===== src/hw/rtl/csoc_pkg.sv =====
// shared types, codes and fixed-point constants of the current sense offset calibration
package csoc_pkg;

  localparam int unsigned CodeW  = 12;
  localparam int unsigned CountW = 16;
  localparam int unsigned SumW   = 28;
  localparam int unsigned UvW    = 22;
  localparam int unsigned OffW   = 23;
  localparam int unsigned CurW   = 21;
  localparam int unsigned MvW    = 13;
  localparam int unsigned CfgW   = 16;

  // floor(code * 3300000 / 4095) = code * 805 + floor(code * 235 / 273)
  localparam logic [19:0] UvWhole   = 20'd805;
  localparam logic [19:0] UvFracNum = 20'd235;
  localparam logic [40:0] RecipFrac = 41'd1966561;   // ceil(2^29 / 273)
  localparam int unsigned FracShift = 29;
  localparam logic [60:0] RecipMa   = 61'd1099511628; // ceil(2^40 / 1000)
  localparam int unsigned MaShift   = 40;
  localparam logic [44:0] RecipMv   = 45'd4294968;    // ceil(2^32 / 1000)
  localparam int unsigned MvShift   = 32;
  localparam logic [21:0] UvPerMv   = 22'd1000;

  localparam logic [CurW:0] CurMaxMag = 22'd1048575;
  localparam logic [CurW:0] CurMinMag = 22'd1048576;

  localparam logic [21:0] RefUvReset = 22'd1650000;
  localparam logic [6:0]  ApvReset   = 7'd20;
  localparam logic [15:0] NReset     = 16'd1;
  localparam logic [15:0] DelayReset = 16'd10;

  localparam logic [4:0] DivLast = 5'd27;

  typedef enum logic [1:0] {
    CFG_ZERO_REF  = 2'd0,
    CFG_GAIN      = 2'd1,
    CFG_SAMPLES   = 2'd2,
    CFG_DELAY     = 2'd3
  } cfg_idx_e;

  typedef enum logic [1:0] {
    ACT_SAMPLE = 2'd0,
    ACT_TICK   = 2'd1,
    ACT_CAL    = 2'd2
  } act_e;

  typedef enum logic [1:0] {
    ST_NONE  = 2'd0,
    ST_DONE  = 2'd1,
    ST_ABORT = 2'd2
  } cal_status_e;

  typedef struct packed {
    logic [UvW-1:0]    ref_uv;
    logic [6:0]        apv;
    logic [CountW-1:0] n;
    logic [CountW-1:0] delay;
  } cfg_t;

  typedef struct packed {
    logic sample;
    logic clr;
    logic acc;
    logic finish;
  } lane_cmd_t;

  typedef struct packed {
    logic        busy;
    cal_status_e status;
  } cal_res_t;

endpackage


===== src/hw/rtl/csoc_lane.sv =====
// one phase lane: code to current conversion, sample sum, mean divide and offset update
module csoc_lane import csoc_pkg::*; (
  input  logic                   clk_i,
  input  logic                   rst_ni,
  input  logic                   start_i,
  input  lane_cmd_t              cmd_i,
  input  logic [CodeW-1:0]       code_i,
  input  cfg_t                   cfg_i,
  input  logic                   ack_i,
  output logic                   done_o,
  output logic signed [CurW-1:0] current_o,
  output logic signed [MvW-1:0]  offset_mv_o
);

  typedef enum logic [10:0] {
    L_IDLE  = 11'b00000000001,
    L_CONV1 = 11'b00000000010,
    L_CONV2 = 11'b00000000100,
    L_MUL   = 11'b00000001000,
    L_RCP   = 11'b00000010000,
    L_SAT   = 11'b00000100000,
    L_DIV   = 11'b00001000000,
    L_OFS   = 11'b00010000000,
    L_OMV1  = 11'b00100000000,
    L_OMV2  = 11'b01000000000,
    L_DONE  = 11'b10000000000
  } lane_state_e;

  lane_state_e state_q, state_d;
  logic        mean_q, finish_q;
  logic [4:0]  cnt_q;

  logic [SumW-1:0]          sum_q, sum_d;
  logic signed [OffW-1:0]   off_q;
  logic signed [CurW-1:0]   cur_q;
  logic signed [MvW-1:0]    omv_q;

  logic [CodeW-1:0]  code_q;
  logic [SumW-1:0]   dq_q;
  logic [CountW-1:0] rem_q;
  logic [19:0]       y_q;
  logic [UvW-1:0]    base_q, uv_q;
  logic signed [31:0] p_q;
  logic              neg_q;
  logic [CurW-1:0]   mag_q;
  logic              oneg_q;
  logic [CodeW-1:0]  omag_q;

  logic [CodeW-1:0]  conv_code;
  logic [40:0]       frac_prod;
  logic signed [24:0] v_s;
  logic signed [31:0] p_d;
  logic [31:0]       p_abs;
  logic [60:0]       ma_prod;
  logic signed [CurW:0] cur_s;
  logic signed [CurW-1:0] cur_d;
  logic [CountW:0]   trial;
  logic              ge;
  logic signed [OffW-1:0] off_d;
  logic [OffW-1:0]   off_abs;
  logic [44:0]       mv_prod;

  assign conv_code = mean_q ? dq_q[CodeW-1:0] : code_q;
  assign sum_d     = (cmd_i.clr ? {SumW{1'b0}} : sum_q)
                   + (cmd_i.acc ? {{(SumW-CodeW){1'b0}}, code_i} : {SumW{1'b0}});
  assign frac_prod = {21'b0, y_q} * RecipFrac;
  assign v_s       = $signed({3'b0, uv_q}) + 25'(off_q) - $signed({3'b0, cfg_i.ref_uv});
  assign p_d       = 32'(v_s) * 32'($signed({1'b0, cfg_i.apv}));
  assign p_abs     = p_q[31] ? 32'(-p_q) : 32'(p_q);
  assign ma_prod   = {31'b0, p_abs[29:0]} * RecipMa;
  assign cur_s     = neg_q ? -$signed({1'b0, mag_q}) : $signed({1'b0, mag_q});
  assign trial     = {rem_q, dq_q[SumW-1]};
  assign ge        = trial >= {1'b0, cfg_i.n};
  assign off_d     = $signed({1'b0, cfg_i.ref_uv}) - $signed({1'b0, uv_q});
  assign off_abs   = off_q[OffW-1] ? OffW'(-off_q) : OffW'(off_q);
  assign mv_prod   = {23'b0, off_abs[UvW-1:0]} * RecipMv;

  always_comb begin
    if (!neg_q && ({1'b0, mag_q} > CurMaxMag)) begin
      cur_d = {1'b0, {(CurW-1){1'b1}}};
    end else if (neg_q && ({1'b0, mag_q} > CurMinMag)) begin
      cur_d = {1'b1, {(CurW-1){1'b0}}};
    end else begin
      cur_d = cur_s[CurW-1:0];
    end
  end

  always_comb begin
    state_d = state_q;
    unique case (state_q)
      L_IDLE:  if (start_i) state_d = cmd_i.sample ? L_CONV1 : L_DONE;
      L_CONV1: state_d = L_CONV2;
      L_CONV2: state_d = mean_q ? L_OFS : L_MUL;
      L_MUL:   state_d = L_RCP;
      L_RCP:   state_d = L_SAT;
      L_SAT:   state_d = finish_q ? L_DIV : L_DONE;
      L_DIV:   if (cnt_q == DivLast) state_d = L_CONV1;
      L_OFS:   state_d = L_OMV1;
      L_OMV1:  state_d = L_OMV2;
      L_OMV2:  state_d = L_DONE;
      L_DONE:  if (ack_i) state_d = L_IDLE;
      default: state_d = L_IDLE;
    endcase
  end

  always_ff @(posedge clk_i or negedge rst_ni) begin
    if (!rst_ni) begin
      state_q  <= L_IDLE;
      mean_q   <= 1'b0;
      finish_q <= 1'b0;
      cnt_q    <= '0;
      sum_q    <= '0;
      off_q    <= '0;
      cur_q    <= '0;
      omv_q    <= '0;
    end else begin
      state_q <= state_d;
      if ((state_q == L_IDLE) && start_i) begin
        mean_q   <= 1'b0;
        finish_q <= cmd_i.finish;
        cnt_q    <= '0;
        sum_q    <= cmd_i.finish ? {SumW{1'b0}} : sum_d;
      end
      if (state_q == L_SAT) cur_q <= cur_d;
      if (state_q == L_DIV) begin
        cnt_q <= cnt_q + 1'b1;
        if (cnt_q == DivLast) mean_q <= 1'b1;
      end
      if (state_q == L_OFS) off_q <= off_d;
      if (state_q == L_OMV2) begin
        omv_q <= oneg_q ? -$signed({1'b0, omag_q}) : $signed({1'b0, omag_q});
      end
    end
  end

  always_ff @(posedge clk_i) begin
    if ((state_q == L_IDLE) && start_i) begin
      code_q <= code_i;
      dq_q   <= sum_d;
      rem_q  <= '0;
    end
    if (state_q == L_CONV1) begin
      y_q    <= {8'b0, conv_code} * UvFracNum;
      base_q <= {10'b0, conv_code} * UvW'(UvWhole);
    end
    if (state_q == L_CONV2) uv_q <= base_q + {10'b0, frac_prod[FracShift+CodeW-1:FracShift]};
    if (state_q == L_MUL) p_q <= p_d;
    if (state_q == L_RCP) begin
      neg_q <= p_q[31];
      mag_q <= ma_prod[MaShift+CurW-1:MaShift];
    end
    if (state_q == L_DIV) begin
      rem_q <= ge ? CountW'(trial - {1'b0, cfg_i.n}) : trial[CountW-1:0];
      dq_q  <= {dq_q[SumW-2:0], ge};
    end
    if (state_q == L_OMV1) begin
      oneg_q <= off_q[OffW-1];
      omag_q <= mv_prod[MvShift+CodeW-1:MvShift];
    end
  end

  assign done_o      = (state_q == L_DONE);
  assign current_o   = cur_q;
  assign offset_mv_o = omv_q;

endmodule


===== config.mk =====
export PLATFORM = sky130hd
export DESIGN_NAME = csoc_lane
export DESIGN_NICKNAME = d
export VERILOG_FILES = /design/src/hw/rtl/csoc_pkg.sv /design/src/hw/rtl/csoc_lane.sv
export SDC_FILE = /design/constraint.sdc
export NUM_CORES = 2
export LEC_CHECK = 0
export CORE_ASPECT_RATIO = 1.4
export CORE_MARGIN = 5
export CORE_UTILIZATION = 60
export DETAILED_ROUTE_END_ITERATION = 10
export DONT_BUFFER_PORTS = 1
export PLACE_DENSITY = 0.85
export SLEW_MARGIN = 40
export SYNTH_ARGS = -nofsm -noshare
export SYNTH_HDL_FRONTEND = slang
export SYNTH_SLANG_ARGS = --single-unit
export TNS_END_PERCENT = 1

===== constraint.sdc =====
create_clock -name clk_i -period 9.7 [get_ports clk_i]
set_clock_uncertainty 0.05 [all_clocks]
set_input_delay 0.485 -clock clk_i [delete_from_list [all_inputs] [get_ports clk_i]]
set_output_delay 0.485 -clock clk_i [all_outputs]
set_load 0.05 [all_outputs]

==> flow_summary.json <==
{
  "status": "completed",
  "period_minus_slack_ps": 9390,
  "hp-class": "primary input to register",
  "syn_inst": 5156,
  "critical-path-max-stage-delay_ps": 610,
  "worst_slack_ps": 315,
  "synth_cell_type_count": 96,
  "core_sq_um": 84000,
  "viasPerCell": 5.83,
  "io_buffers": 0,
  "max_freq_ghz": 0.107,
  "via_count": 36900,
  "cp-start-kind": "register",
  "whs_ps": 41.3,
  "fillerInstances": 6222,
  "worstSetupPathType": "register to register",
  "slowest_stage": "or4_4",
  "cp.arrival_ps": 9690,
  "ys.warnings.count": 0,
  "dp.cells": 6238,
  "finalWirelength_microns": 126000,
  "grt_pass1_wl_microns": 203000,
  "fin_cells": 6318,
  "clk_latency_ps": 620,
  "required_ps": 10010,
  "tightest_slew_ps": 894,
  "syn_nets": 6873,
  "start_util_pct": 60.2,
  "nets": 6919,
  "io_pins": 116,
  "htreeDepth": 1,
  "drtAntennaViolNets": 0,
  "grt_use_total_pct": 27.8,
  "overflow": 0,
  "dr.first_iter.drc_count": 1936,
  "synth_seq_cells": 288,
  "drive_gt1_share_pct": 4.25,
  "cts_made_buffers": 31,
  "ys_seq_area_share_pct": 16.1,
  "rows": 126,
  "grt_start_max_net_pins": 104,
  "cp_max_fo": 6,
  "final-max-slew-violation-count": 0,
  "remaining_drc_errors": 0,
  "cts_sinks": 288,
  "end_kind": "register",
  "dp_hpwl_microns": 106000,
  "async_flop_share_pct": 35.8,
  "relSlewSlack_pct": 40.0,
  "grt_pass1_vias": 40800,
  "gp_congestion": 1.00,
  "first_pass_iters": 7,
  "finalHoldViolCount": 0,
  "setup_viol": 0,
  "grt_antenna_before_repair": 1,
  "place_ws_ps": 64.3,
  "die_width_microns": 255,
  "root_buffer": "clkbuf_16",
  "synth_ff_type": "edfxtp_1",
  "synth.avg_cell_area_sq_um": 9.81,
  "cts_tree": "yes",
  "finalCritPeriodShare_pct": 96.8,
  "synth-edff-count": 185,
  "path_buf_inv": 7,
  "dieHeight_microns": 354,
  "clockBufferDepth": 3,
  "syn_area_sq_um": 50600,
  "rsz0062_at_grt": "yes",
  "final_cell_mix": "inv_1 (1146), ha_1 (974), fa_1 (662), nand2_1 (279), edfxtp_1 (185)",
  "areaGrowthSynthToFinish_pct": 6.08,
  "die-area_sq_um": 90300,
  "final_common_cell": "inv_1",
  "max_cap_violations": 0,
  "crit_top_cell": "inv_1",
  "finalSetupTns_ps": 0,
  "detail_route.wl_per_cell_microns": 19.9,
  "critPathTopFamily": "adder cells",
  "path_clk_slew_ps": 60
}
## routing by layer
layer | GRT usage, % | wire (microns) | up-vias
li1 | - | - | 17100
met1 | 27.6 | 42100 | 18100
met2 | 52.5 | 66700 | 1135
met3 | 4.11 | 6100 | 560
met4 | 19.7 | 11000 | 0
met5 | 0 | 0 | -
## sequential cells by signal (all words and copies together), names as in the netlist, 21 cells and up
name	flops
p_q	31
dq_q	28
sum_q	28
off_q	23
uv_q	22
base_q	21
current_o	21
mag_q	21
## synthesized netlist by cell type, types with 25 or more instances
cell,instances,area (sq um)
or3_1,35,219
nand3_1,66,330
a31oi_1,27,169
dfrtp_1,102,2550
fa_1,662,13300
o21a_1,34,255
nor2b_1,62,388
edfxtp_1,185,5560
o21bai_1,31,233
nor2_1,152,571
a21o_1,59,443
nor3_1,60,300
nand4_1,34,213
and2_1,140,876
o21ai_0,185,926
a211oi_1,27,203
inv_1,1146,4300
nand2_1,280,1050
xor2_1,79,692
and3_1,25,156
xnor2_1,189,1660
o31ai_1,39,293
clkbuf_1,68,255
ha_1,974,12200
nand2b_1,43,269
a21oi_1,182,911
## final timing paths
check / start / to / slack [ps] / cells past startpoint
worst max register to register: p_q[17]$_DFFE_PP_ / mag_q[19]$_DFFE_PP_ / 310 / 33
worst max-delay path: p_q[17]$_DFFE_PP_ / mag_q[19]$_DFFE_PP_ / 310 / 33
max in group asynchronous: rst_ni / current_o[10]$_DFFE_PN0N_ / 8710 / 2
min in group asynchronous: rst_ni / sum_q[26]$_DFFE_PN0P_ / 430 / 2
worst min register to register: sum_q[1]$_DFFE_PN0P_ / sum_q[1]$_DFFE_PN0P_ / 430 / 2
worst min-delay path: ack_i / state_q[10]$_DFFE_PN0P_ / 40 / 2
## per-stage QoR
stage	instance area [sq um]	utilization, %
2_1_floorplan	50600	-
3_3_place_gp	52200	62.2
3_5_place_dp	52300	62.3
4_1_cts	53500	63.7
5_1_grt	53700	63.9
6_report	53700	63.9
## kinds of logic (layout without fill, tap and decap cells)
logic type / Yosys count / after routing / share of synthesized area [%]
adders and majority gates: 1636 / 1636 / 50.3
buffers and inverters: 1225 / 1296 / 9.10
and+or+nand+nor: 982 / 982 / 9.92
AOI/OAI and AO/OA: 734 / 734 / 9.48
DFF: 288 / 288 / 16.1
xor gates and xnor gates: 270 / 270 / 4.70
muxes: 21 / 21 / 0.430
other: 0 / 3 / 0
## final cells by class
class / count / area (sq um) / area share [%]
Timing Repair Buffer: 91 / 756 / 1.41
Tap cell: 1088 / 1360 / 2.54
Inverter: 1147 / 4310 / 8.02
Clock buffer: 36 / 826 / 1.54
Clock inverter: 22 / 201 / 0.375
Sequential cell: 288 / 8140 / 15.2
Antenna cell: 3 / 7.51 / 0.0140
Multi-Input combinational cell: 3643 / 38100 / 70.9
## repair_timing
item / 4_1_cts / 5_1_grt
hold buffers: 17 / 0
hold endpoints to repair: 122 / 0
setup endpoints to repair: 0 / 13
buffers inserted: 0 / 1
gates resized for setup: 0 / 13
Power is not shown: default switching activity piles up to over one toggle a cycle in this logic, so the estimate is an artifact.
