===== src/hw/rtl/csoc_pkg.sv =====
// shared types, codes and fixed-point constants of the current sense offset calibration
package csoc_pkg;

  localparam int unsigned CodeW  = 12;
  localparam int unsigned CountW = 16;
  localparam int unsigned SumW   = 28;
  localparam int unsigned UvW    = 22;
  localparam int unsigned OffW   = 23;
  localparam int unsigned CurW   = 21;
  localparam int unsigned MvW    = 13;
  localparam int unsigned CfgW   = 16;

  // floor(code * 3300000 / 4095) = code * 805 + floor(code * 235 / 273)
  localparam logic [19:0] UvWhole   = 20'd805;
  localparam logic [19:0] UvFracNum = 20'd235;
  localparam logic [40:0] RecipFrac = 41'd1966561;   // ceil(2^29 / 273)
  localparam int unsigned FracShift = 29;
  localparam logic [60:0] RecipMa   = 61'd1099511628; // ceil(2^40 / 1000)
  localparam int unsigned MaShift   = 40;
  localparam logic [44:0] RecipMv   = 45'd4294968;    // ceil(2^32 / 1000)
  localparam int unsigned MvShift   = 32;
  localparam logic [21:0] UvPerMv   = 22'd1000;

  localparam logic [CurW:0] CurMaxMag = 22'd1048575;
  localparam logic [CurW:0] CurMinMag = 22'd1048576;

  localparam logic [21:0] RefUvReset = 22'd1650000;
  localparam logic [6:0]  ApvReset   = 7'd20;
  localparam logic [15:0] NReset     = 16'd1;
  localparam logic [15:0] DelayReset = 16'd10;

  localparam logic [4:0] DivLast = 5'd27;

  typedef enum logic [1:0] {
    CFG_ZERO_REF  = 2'd0,
    CFG_GAIN      = 2'd1,
    CFG_SAMPLES   = 2'd2,
    CFG_DELAY     = 2'd3
  } cfg_idx_e;

  typedef enum logic [1:0] {
    ACT_SAMPLE = 2'd0,
    ACT_TICK   = 2'd1,
    ACT_CAL    = 2'd2
  } act_e;

  typedef enum logic [1:0] {
    ST_NONE  = 2'd0,
    ST_DONE  = 2'd1,
    ST_ABORT = 2'd2
  } cal_status_e;

  typedef struct packed {
    logic [UvW-1:0]    ref_uv;
    logic [6:0]        apv;
    logic [CountW-1:0] n;
    logic [CountW-1:0] delay;
  } cfg_t;

  typedef struct packed {
    logic sample;
    logic clr;
    logic acc;
    logic finish;
  } lane_cmd_t;

  typedef struct packed {
    logic        busy;
    cal_status_e status;
  } cal_res_t;

endpackage


===== src/hw/rtl/csoc_ctrl.sv =====
// calibration sequencer: delay count, averaging count and per-request lane commands
module csoc_ctrl import csoc_pkg::*; (
  input  logic             clk_i,
  input  logic             rst_ni,
  input  logic             accept_i,
  input  logic [1:0]       action_i,
  input  logic [CodeW-1:0] raw_u_i,
  input  logic [CodeW-1:0] raw_v_i,
  input  cfg_t             cfg_i,
  output lane_cmd_t        cmd_o,
  output cal_res_t         res_o
);

  logic              waiting_q, waiting_d;
  logic              averaging_q, averaging_d;
  logic [CountW-1:0] elapsed_q, elapsed_d;
  logic [CountW-1:0] taken_q, taken_d;

  always_comb begin
    logic              avg;
    logic              fresh;
    logic [CountW:0]   taken_nx;
    avg         = averaging_q;
    fresh       = 1'b0;
    taken_nx    = '0;
    waiting_d   = waiting_q;
    averaging_d = averaging_q;
    elapsed_d   = elapsed_q;
    taken_d     = taken_q;
    cmd_o       = '0;
    res_o.status = ST_NONE;
    if (accept_i) begin
      unique case (act_e'(action_i))
        ACT_CAL: begin
          waiting_d   = 1'b1;
          averaging_d = 1'b0;
          elapsed_d   = '0;
          taken_d     = '0;
          cmd_o.clr   = 1'b1;
        end
        ACT_TICK: begin
          if (waiting_q && (elapsed_q != {CountW{1'b1}})) begin
            elapsed_d = elapsed_q + 1'b1;
          end
        end
        ACT_SAMPLE: begin
          cmd_o.sample = 1'b1;
          if (waiting_q && (elapsed_q >= cfg_i.delay)) begin
            waiting_d = 1'b0;
            if ((raw_u_i == '0) && (raw_v_i == '0)) begin
              res_o.status = ST_ABORT;
            end else begin
              avg       = 1'b1;
              fresh     = 1'b1;
              cmd_o.clr = 1'b1;
            end
          end
          if (avg) begin
            cmd_o.acc = 1'b1;
            taken_nx  = {1'b0, (fresh ? {CountW{1'b0}} : taken_q)} + 1'b1;
            if (taken_nx >= {1'b0, cfg_i.n}) begin
              cmd_o.finish = 1'b1;
              averaging_d  = 1'b0;
              taken_d      = '0;
              res_o.status = ST_DONE;
            end else begin
              averaging_d = 1'b1;
              taken_d     = taken_nx[CountW-1:0];
            end
          end
        end
        default: ;
      endcase
    end
    res_o.busy = waiting_d | averaging_d;
  end

  always_ff @(posedge clk_i or negedge rst_ni) begin
    if (!rst_ni) begin
      waiting_q   <= 1'b0;
      averaging_q <= 1'b0;
      elapsed_q   <= '0;
      taken_q     <= '0;
    end else begin
      waiting_q   <= waiting_d;
      averaging_q <= averaging_d;
      elapsed_q   <= elapsed_d;
      taken_q     <= taken_d;
    end
  end

endmodule


===== config.mk =====
export PLATFORM = sky130hd
export DESIGN_NAME = csoc_ctrl
export DESIGN_NICKNAME = d
export VERILOG_FILES = /design/src/hw/rtl/csoc_pkg.sv /design/src/hw/rtl/csoc_ctrl.sv
export SDC_FILE = /design/constraint.sdc
export NUM_CORES = 1
export LEC_CHECK = 0
export ABC_AREA = 1
export ABC_CLOCK_PERIOD_IN_PS = 5300
export BUFFER_PORTS_ARGS = -buffer_cell sky130_fd_sc_hd__clkbuf_2
export CORE_UTILIZATION = 46
export DETAILED_ROUTE_END_ITERATION = 8
export PLACE_DENSITY = 0.75
export SLEW_MARGIN = 20
export SYNTH_ARGS = -nofsm -noshare
export SYNTH_HDL_FRONTEND = slang
export SYNTH_SLANG_ARGS = --single-unit

===== constraint.sdc =====
create_clock -name clk_i -period 5.3 [get_ports clk_i]
set_clock_uncertainty 0.2 [all_clocks]
set_input_delay 0.795 -clock clk_i [delete_from_list [all_inputs] [get_ports clk_i]]
set_output_delay 0.795 -clock clk_i [all_outputs]
set_load 0.1 [all_outputs]

==> flow_results.xml <==
<?xml version="1.0" encoding="UTF-8"?>
<metrics>
  <group name="outcome">
    <metric name="outcome" unit="">complete, no violations</metric>
  </group>
  <group name="floorplanning">
    <metric name="start_util" unit="">0.483</metric>
    <metric name="placeableCoreArea" unit="um2">6870</metric>
    <metric name="floorplan.die.width" unit="um">86.9</metric>
    <metric name="row_count" unit="">30</metric>
    <metric name="top_level_ports" unit="">97</metric>
    <metric name="die_area" unit="um2">7550</metric>
    <metric name="fp.dieH" unit="um">86.9</metric>
  </group>
  <group name="timing">
    <metric name="report.final.hold_viol_count" unit="">0</metric>
    <metric name="fin_worst_hold_slack" unit="ns">0.334</metric>
    <metric name="worst_pin_slew" unit="ns">0.870</metric>
    <metric name="slew_headroom" unit="">0.420</metric>
    <metric name="period_needed" unit="ns">5.18</metric>
    <metric name="finalSetupViolCount" unit="">0</metric>
    <metric name="ratio_of_final_minimum_period_to_clock_period" unit="">0.978</metric>
    <metric name="slew_viol_final" unit="">0</metric>
    <metric name="fmax" unit="MHz">193</metric>
    <metric name="rsz0062_at_grt" unit="">yes</metric>
  </group>
  <group name="power">
    <metric name="share_comb_of_total_power" unit="">0.244</metric>
    <metric name="static-leakage-power" unit="nW">2.16</metric>
    <metric name="seq_power_share" unit="">0.419</metric>
    <metric name="power.clock.fraction" unit="">0.337</metric>
    <metric name="p_sw" unit="uW">213</metric>
    <metric name="power.density_cell_area" unit="nW/um2">156</metric>
    <metric name="netSwitchingFraction" unit="">0.311</metric>
    <metric name="p_int" unit="uW">473</metric>
    <metric name="worst_ir_drop_vdd" unit="V">0.0000771</metric>
  </group>
  <group name="synthesis">
    <metric name="edff_count_synth" unit="">0</metric>
    <metric name="yosys.area_share.xor_xnor" unit="">0.0317</metric>
    <metric name="synth_adder_area_share" unit="">0.128</metric>
    <metric name="synth-main-ff-cell" unit="">dfrtp_1</metric>
    <metric name="synth_compound_area_frac" unit="">0.116</metric>
    <metric name="syn-instance-count" unit="">461</metric>
    <metric name="synthSimpleGateAreaFrac" unit="">0.354</metric>
    <metric name="async_flop_share" unit="">1.00</metric>
    <metric name="seq_area_frac_synth" unit="">0.257</metric>
    <metric name="synth.avg_cell_area" unit="um2">7.19</metric>
    <metric name="multiplexer_share_of_the_synthesized_area" unit="">0</metric>
    <metric name="main_combinational_cell_family_by_area_after_synthesis" unit="">simple AND/OR/NAND/NOR gates</metric>
    <metric name="ys.warnings.count" unit="">0</metric>
    <metric name="count_of_distinct_cell_types_in_the_synthesized_netlist" unit="">41</metric>
    <metric name="mappedNetlistNets" unit="">585</metric>
    <metric name="ys_seq_elements" unit="">34</metric>
    <metric name="synthesis.area" unit="um2">3310</metric>
  </group>
  <group name="clocking">
    <metric name="clkSlewWorstSetupHoldPaths" unit="ns">0.07</metric>
    <metric name="cts-buffers-inserted" unit="">5</metric>
    <metric name="cts_buffer_depth" unit="">2</metric>
    <metric name="clk-insertion-delay-late" unit="ns">0.29</metric>
    <metric name="cts_root_buffer" unit="">clkbuf_8</metric>
    <metric name="cts.hold.buffers_added" unit="">0</metric>
    <metric name="htreeDepth" unit="">2</metric>
    <metric name="cts_tree" unit="">built</metric>
    <metric name="cts_sinks" unit="">34</metric>
  </group>
  <group name="run">
    <metric name="maxCapViolCount" unit="">0</metric>
  </group>
  <group name="drt">
    <metric name="total_vias_in_the_final_route" unit="">3243</metric>
    <metric name="drt_drc_violations_left" unit="">0</metric>
    <metric name="drt.antenna.violating_nets" unit="">0</metric>
    <metric name="routed_wirelength" unit="mm">8.00</metric>
    <metric name="initialDrtViolationCount" unit="">195</metric>
    <metric name="via_per_inst" unit="">5.03</metric>
    <metric name="avgRoutedWirePerCell" unit="um">12.4</metric>
    <metric name="drt_pass1_iterations" unit="">4</metric>
  </group>
  <group name="global_routing">
    <metric name="grt.total_usage" unit="">0.220</metric>
    <metric name="first_global_vias" unit="">3022</metric>
    <metric name="grt_antenna_before_repair" unit="">0</metric>
    <metric name="gr-total-overflow" unit="">0</metric>
    <metric name="global_route_wire_length_before_repair" unit="mm">13.1</metric>
    <metric name="grt_max_degree" unit="">35</metric>
  </group>
  <group name="setup_path">
    <metric name="worstPathBufferInverterCount" unit="">8</metric>
    <metric name="crit_top_cell" unit="">nand2_2</metric>
    <metric name="rr_startpoint" unit="">elapsed_q[3]</metric>
    <metric name="start_kind" unit="">input port</metric>
    <metric name="crit_path_top_delay_cell" unit="">ha_4</metric>
    <metric name="timing.reg2reg.worst_path_depth" unit="">33</metric>
    <metric name="largest_fanout_on_the_critical_path" unit="">6</metric>
    <metric name="critical_path.max_stage_delay" unit="ns">0.27</metric>
    <metric name="critical_path_arrival" unit="ns">4.19</metric>
    <metric name="critical_path_class" unit="">in2out</metric>
    <metric name="regToRegSetupSlack" unit="ns">1.11</metric>
    <metric name="worst_r2r_endpoint" unit="">taken_q[15]</metric>
    <metric name="worst_ep_required_time" unit="ns">4.30</metric>
    <metric name="path_delay_family" unit="">simple AND/OR/NAND/NOR gates</metric>
    <metric name="setup.worst_path.end_class" unit="">output port</metric>
  </group>
  <group name="worst_hold_path">
    <metric name="hp-start" unit="">taken_q[15]</metric>
    <metric name="timing.hold.worst_path_depth" unit="">2</metric>
    <metric name="min_path_type" unit="">reg2reg</metric>
    <metric name="hold-path-endpoint" unit="">taken_q[15]</metric>
  </group>
  <group name="finish">
    <metric name="num_antenna_cells" unit="">0</metric>
    <metric name="layout-drive-gt1-share" unit="">0.362</metric>
    <metric name="final_core_occ" unit="">0.640</metric>
    <metric name="finish.net_count" unit="">672</metric>
    <metric name="area_delta_synth_final" unit="%">32.7</metric>
  </group>
  <group name="place">
    <metric name="gp_routability_congestion" unit="">0.866</metric>
    <metric name="dp_hpwl" unit="mm">6.25</metric>
    <metric name="io_buffer_count" unit="">67</metric>
  </group>
</metrics>
==> cell usage after synthesis (5+ instances only) <==
cell type / instances / area (um2)
nand2_1: 116 / 435
inv_1: 76 / 285
dfrtp_1: 34 / 851
ha_1: 34 / 425
nor2_1: 30 / 113
nand3_1: 25 / 125
a21oi_1: 23 / 115
nand4_1: 12 / 75.1
nor3_1: 10 / 50.1
o21ai_0: 9 / 45.0
o21ai_2: 9 / 78.8
nor2_2: 8 / 50.1
xor2_1: 8 / 70.1
o31ai_1: 7 / 52.6
inv_2: 6 / 22.5
nand2_2: 5 / 31.3
nor4_1: 5 / 31.3
==> logic make-up (layout without fill, tap and decap cells) <==
logic type | count (synthesis) | in the layout
XOR/XNOR | 12 | 12
buffers and inverters | 89 | 177
AND/OR/NAND/NOR | 232 | 232
adder cells (fa/ha/maj) | 34 | 34
flip-flops | 34 | 34
AO/OA/AOI/OAI | 60 | 60
==> state kept, by name, summed over array words and instances (netlist names) <==
register	count
taken_q	16
averaging_q	1
waiting_q	1
elapsed_q	16
==> timing repair <==
action                                  4_1_cts  5_1_grt
pin swaps                                     4       18
gates cloned                                  0        1
resized for setup                             3       26
buffers inserted                              2        4
endpoints found under the setup margin        4        4
==> metal layers <==
layer | part of all wire | global-route usage
met1 | 0.45 | 0.284
met2 | 0.49 | 0.379
met3 | 0.041 | 0.0294
met4 | 0.0099 | 0.0697
met5 | 0 | 0
==> power groups by stage <==
stage	Clock [mW]	Combinational [mW]	Sequential (mW)
detailed placement	0	0.163	0.293
floorplan	0	0.103	0.288
CTS	0.233	0.164	0.288
finish	0.231	0.167	0.287
global route	0.244	0.188	0.289
global placement	0	0.153	0.292
==> tightest hold or removal path: stages, from the launching register on <==
cell and delay, ns:
dfrtp_1 0.37, nand2_1 0.06, nand2_1 0.07
==> cells in the final DEF (no fill, tap or decap), types with 2 or more instances in the layout <==
cell	n
nand2_1	105
inv_1	62
clkbuf_2	61
dfrtp_1	34
nor2_1	27
nand3_1	22
ha_1	20
buf_4	19
inv_2	17
nand2_2	16
a21oi_1	16
ha_4	14
nand4_1	12
nor3_1	9
o21ai_2	9
nor2_2	8
o21ai_0	8
clkbuf_8	8
nand3_2	7
nor2_4	7
xor2_1	7
o31ai_1	7
o21ai_1	5
nor4_1	5
buf_12	5
a21oi_2	4
nand3_4	3
a21oi_4	3
xnor2_1	3
o21a_1	2
nor4_4	2
nand3b_1	2
==> stage by stage <==
stage	TNS, ns	std cells	setup slack [ns]	instance area (um2)	power, mW
after floorplan	-0.0308	461	-0.0308	3570	0.391
after global placement	0	630	0.000278	4110	0.445
after detailed placement	-0.190	630	-0.0725	4110	0.455
after CTS	0	640	0.0157	4240	0.685
after global routing	-0.550	645	-0.169	4400	0.721
final	0	645	0.116	4400	0.686
==> how the worst max path moves through the flow <==
| stage | endpoint | slack [ns] | depth (start not counted) | from |
|---|---|---|---|---|
| floorplan | res_o[0] | -0.03 | 31 | cfg_i[2] |
| global placement | res_o[0] | 0.0003 | 31 | cfg_i[2] |
| detailed placement | cmd_o[0] | -0.07 | 31 | cfg_i[2] |
| CTS | cmd_o[0] | 0.02 | 31 | cfg_i[2] |
| global route | res_o[1] | -0.17 | 33 | cfg_i[3] |
| finish | cmd_o[0] | 0.12 | 33 | cfg_i[3] |
==> area by class of cell <==
type	count	area, um2
inverter	82	323
tap	96	120
sequential	34	851
fill	601	2470
multi-input combinational	338	2410
timing repair buffer	87	588
clock buffer	8	110
Note: power is estimated with default switching activity, not from simulation.
